File: src/hdl/vcri_chr_map.sv
module vcri_chr_map (
   input  logic [63:0] bank_flat,
   input  logic        swap,
   output logic [31:0] win_low,
   output logic [31:0] win_high
);
   logic [31:0] two_k;
   logic [31:0] one_k;

   always_comb begin
      two_k = {bank_flat[15:9], 1'b1, bank_flat[15:9], 1'b0,
               bank_flat[7:1], 1'b1, bank_flat[7:1], 1'b0};
      one_k = bank_flat[47:16];
      win_low  = swap ? one_k : two_k;
      win_high = swap ? two_k : one_k;
   end
endmodule

File: config.mk
export PLATFORM = sky130hd
export DESIGN_NAME = vcri_chr_map
export DESIGN_NICKNAME = d
export VERILOG_FILES = /design/src/hdl/vcri_chr_map.sv
export SDC_FILE = /design/constraint.sdc
export NUM_CORES = 1
export LEC_CHECK = 0
export ABC_AREA = 0
export BUFFER_PORTS_ARGS = -buffer_cell sky130_fd_sc_hd__buf_2
export CAP_MARGIN = 20
export CORE_ASPECT_RATIO = 1.1
export CORE_MARGIN = 4
export CORE_UTILIZATION = 36
export DETAILED_ROUTE_END_ITERATION = 10
export PLACE_DENSITY_LB_ADDON = 0.05
export SYNTH_ARGS = -nofsm -noshare
export SYNTH_HDL_FRONTEND = slang
export SYNTH_SLANG_ARGS = --single-unit
File: constraint.sdc
create_clock -name vclk -period 2.2
set_input_delay 0.44 -clock vclk [all_inputs]
set_output_delay 0.44 -clock vclk [all_outputs]
set_load 0.005 [all_outputs]
# Yosys cells after proc, flatten, opt, wreduce, memory -nomap -nowiden
# Index checks and enable logic that the tools add are counted.
[totals] register_bits=0 inputBits=65 output_inout_bits=64 wordCells=2
[op_classes] muxes=2
[op_table] operator="$mux W32" n=2

# Logic depth before layout (Yosys ltp)
[depth] depth_word=1 depth_mapped=3 mapped_depth_nobuf=1

# Worst setup path after synthesis
# Ideal clock, no wire load.
[synth_timing] path_type="input -> output" start="input swap" end="output win_high[10]" arrival_time_ns=1.049 required_time_ns=1.760 slack_ns=0.711 path_stages=3 path_buffers=2 cell_sequence="buf_6 buf_12 mux2_4"
[synth_between] elab_chain_cells=1
[synth_rtl] element="start, declared" line_no="3" rtl="input logic swap,"
[synth_rtl] element="$mux W32" line_no="15" rtl="win_high = swap ? two_k : one_k;"
[synth_rtl] element="end, declared" line_no="5" rtl="output logic [31:0] win_high"
# No other way between the ends.

# Final worst setup path
[layout_timing] start="input swap" end="output win_low[6]"
[layout_between] elab_chain_cells=1
[layout_rtl] element="$mux W32" line_no="14" rtl="win_low = swap ? one_k : two_k;"
[layout_rtl] element="end, declared" line_no="4" rtl="output logic [31:0] win_low,"
# No other way between the ends.

==> flow_metrics.tcl <==
set metrics [dict create \
    status "complete, no violations" \
    maxSlewHeadroom 0.842 \
    syn_nets 136 \
    power.leakage_nw 0.927 \
    cp.arrival_ps 1370 \
    synth_area_leaders "mux2_4 78%, buf_12 10%, mux2_2 4.5%" \
    grt_remaining_overflow 0 \
    drt_iter0_drc 55 \
    cts_resized 0 \
    post_cts_buffers 0 \
    path_class "in -> out" \
    synth_most_common_cell "mux2_4" \
    drv_slew 0 \
    cap_viol_max_count 0 \
    finalSetupTns_ps 0 \
    power_mw 0.334 \
    vias 960 \
    synth_common_cells "52 x mux2_4, 5 x buf_12, 4 x mux2_2" \
    setup_viol 0 \
    hold_viol_final 0 \
    synth_warnings 0 \
    n_clock_buffer 0 \
    design.die.area_um2 3680 \
    critPathMaxFanout 23 \
    dieHeight_um 63.2 \
    regArea_um2 0 \
    ant_nets 0 \
    netlist_area_um2 998 \
    crit_path_end_kind "output port" \
    drc_errors 0 \
    synth.avg_cell_area_um2 14.1 \
    area_growth_pct 53.5 \
    worstPathRequired_ps 1760 \
    viasPerCell 4.59 \
    num_rows 19 \
    coreArea_um2 2570 \
    hold_path_end "win_high[24]" \
    nFlopsAndLatches 0 \
    ctsHoldBuffers 0 \
    min-delay-start "bank_flat[40]" \
    fmax_mhz 553 \
    grt_use_total 0.124 \
    io_buffers 111 \
    finalCriticalPeriod_ps 1810 \
    yosysTopAreaCellShare 0.782 \
    nets 245 \
    die_x_um 58.2 \
    post-route-period-util 0.821 \
    diodes 0 \
    routedWlPerCell_um 12.4 \
    grt_pass1_vias 904 \
    antenna_found_initial 0 \
    rsz0062_at_grt "no" \
    dr.pass1.iters 2 \
    ys_seq_area_frac 0 \
    grt_max_degree 24 \
    gp_congestion 0.677 \
    grt_first_pass_wirelength_um 3880 \
    ioPinCount 129 \
    whs_ps 1140 \
    initial_core_util 0.389 \
    ir_drop_mv 0.115 \
    worst_slew_pin_slew_ps 237 \
    holdPathStages 3 \
    synth.distinct_cells 8 \
    startpoint_type "primary input" \
    synthCells 71 \
    power_density_nw_per_um2 218 \
    routed_wirelength_um 2580 \
    synth_area_leader_cell "mux2_4" \
    drive_above_1_share 0.966 \
    hp-class "in -> out" \
]
==> layout make-up <==
class | instances | area (µm²)
multi-input cells | 64 | 876
well taps | 31 | 38.8
repair buffers | 114 | 618
fillers | 234 | 1030
==> stage by stage <==
stage | cells | utilization | setup slack (ps) | cell area [µm²]
floorplan | 71 | - | 711 | 998
global placement | 209 | 0.597 | 401 | 1530
detailed placement | 209 | 0.597 | 387 | 1530
CTS | 209 | 0.597 | 387 | 1530
global route | 209 | 0.597 | 353 | 1530
finish | 209 | 0.597 | 393 | 1530
==> worst max-delay path by stage <==
| stage | start | end | slack, ps | depth (start not counted) |
|---|---|---|---|---|
| finish | swap | win_low[6] | 390 | 4 |
| global route | swap | win_high[3] | 350 | 4 |
| CTS | swap | win_low[3] | 390 | 4 |
| detailed placement | swap | win_low[3] | 390 | 4 |
| global placement | swap | win_low[3] | 400 | 4 |
| floorplan | swap | win_high[10] | 710 | 3 |
==> layout by cell type (no fill, tap or decap) <==
| cell | instances |
|---|---|
| mux2_4 | 52 |
| mux2_2 | 4 |
| or2_2 | 2 |
| buf_12 | 3 |
| nand2b_1 | 2 |
| nor2b_1 | 2 |
| buf_4 | 1 |
| buf_2 | 110 |
| and2_1 | 2 |
==> logic make-up (layout without fill, tap and decap cells) <==
| family | count (synthesis) | in the layout | share of synthesized area |
|---|---|---|---|
| muxes | 56 | 56 | 0.827 |
| and+or+nand+nor | 8 | 8 | 0.0501 |
| buffers and inverters | 7 | 114 | 0.123 |
==> layer usage <==
| layer | vias to the layer above | GRT usage | wire length (µm) | part of all wire |
|---|---|---|---|---|
| li1 | 478 | - | - | - |
| met1 | 429 | 0.123 | 813 | 0.31 |
| met2 | 53 | 0.270 | 1470 | 0.57 |
| met3 | 0 | 0.0184 | 298 | 0.12 |
| met4 | 0 | 0 | 0 | 0 |
| met5 | - | 0 | 0 | 0 |
==> where the power goes <==
part / leakage [nW] / total, mW / internal, mW / switching, mW
clock: 0 / 0 / 0 / 0
combinational: 0.927 / 0.334 / 0.217 / 0.118
sequential: 0 / 0 / 0 / 0
total: 0.927 / 0.334 / 0.217 / 0.118
==> worst max-delay path, stage by stage <==
cell and delay (ps):
buf_4 230, buf_12 240, mux2_4 310, buf_2 130
Power figures use the tool's default switching activity.
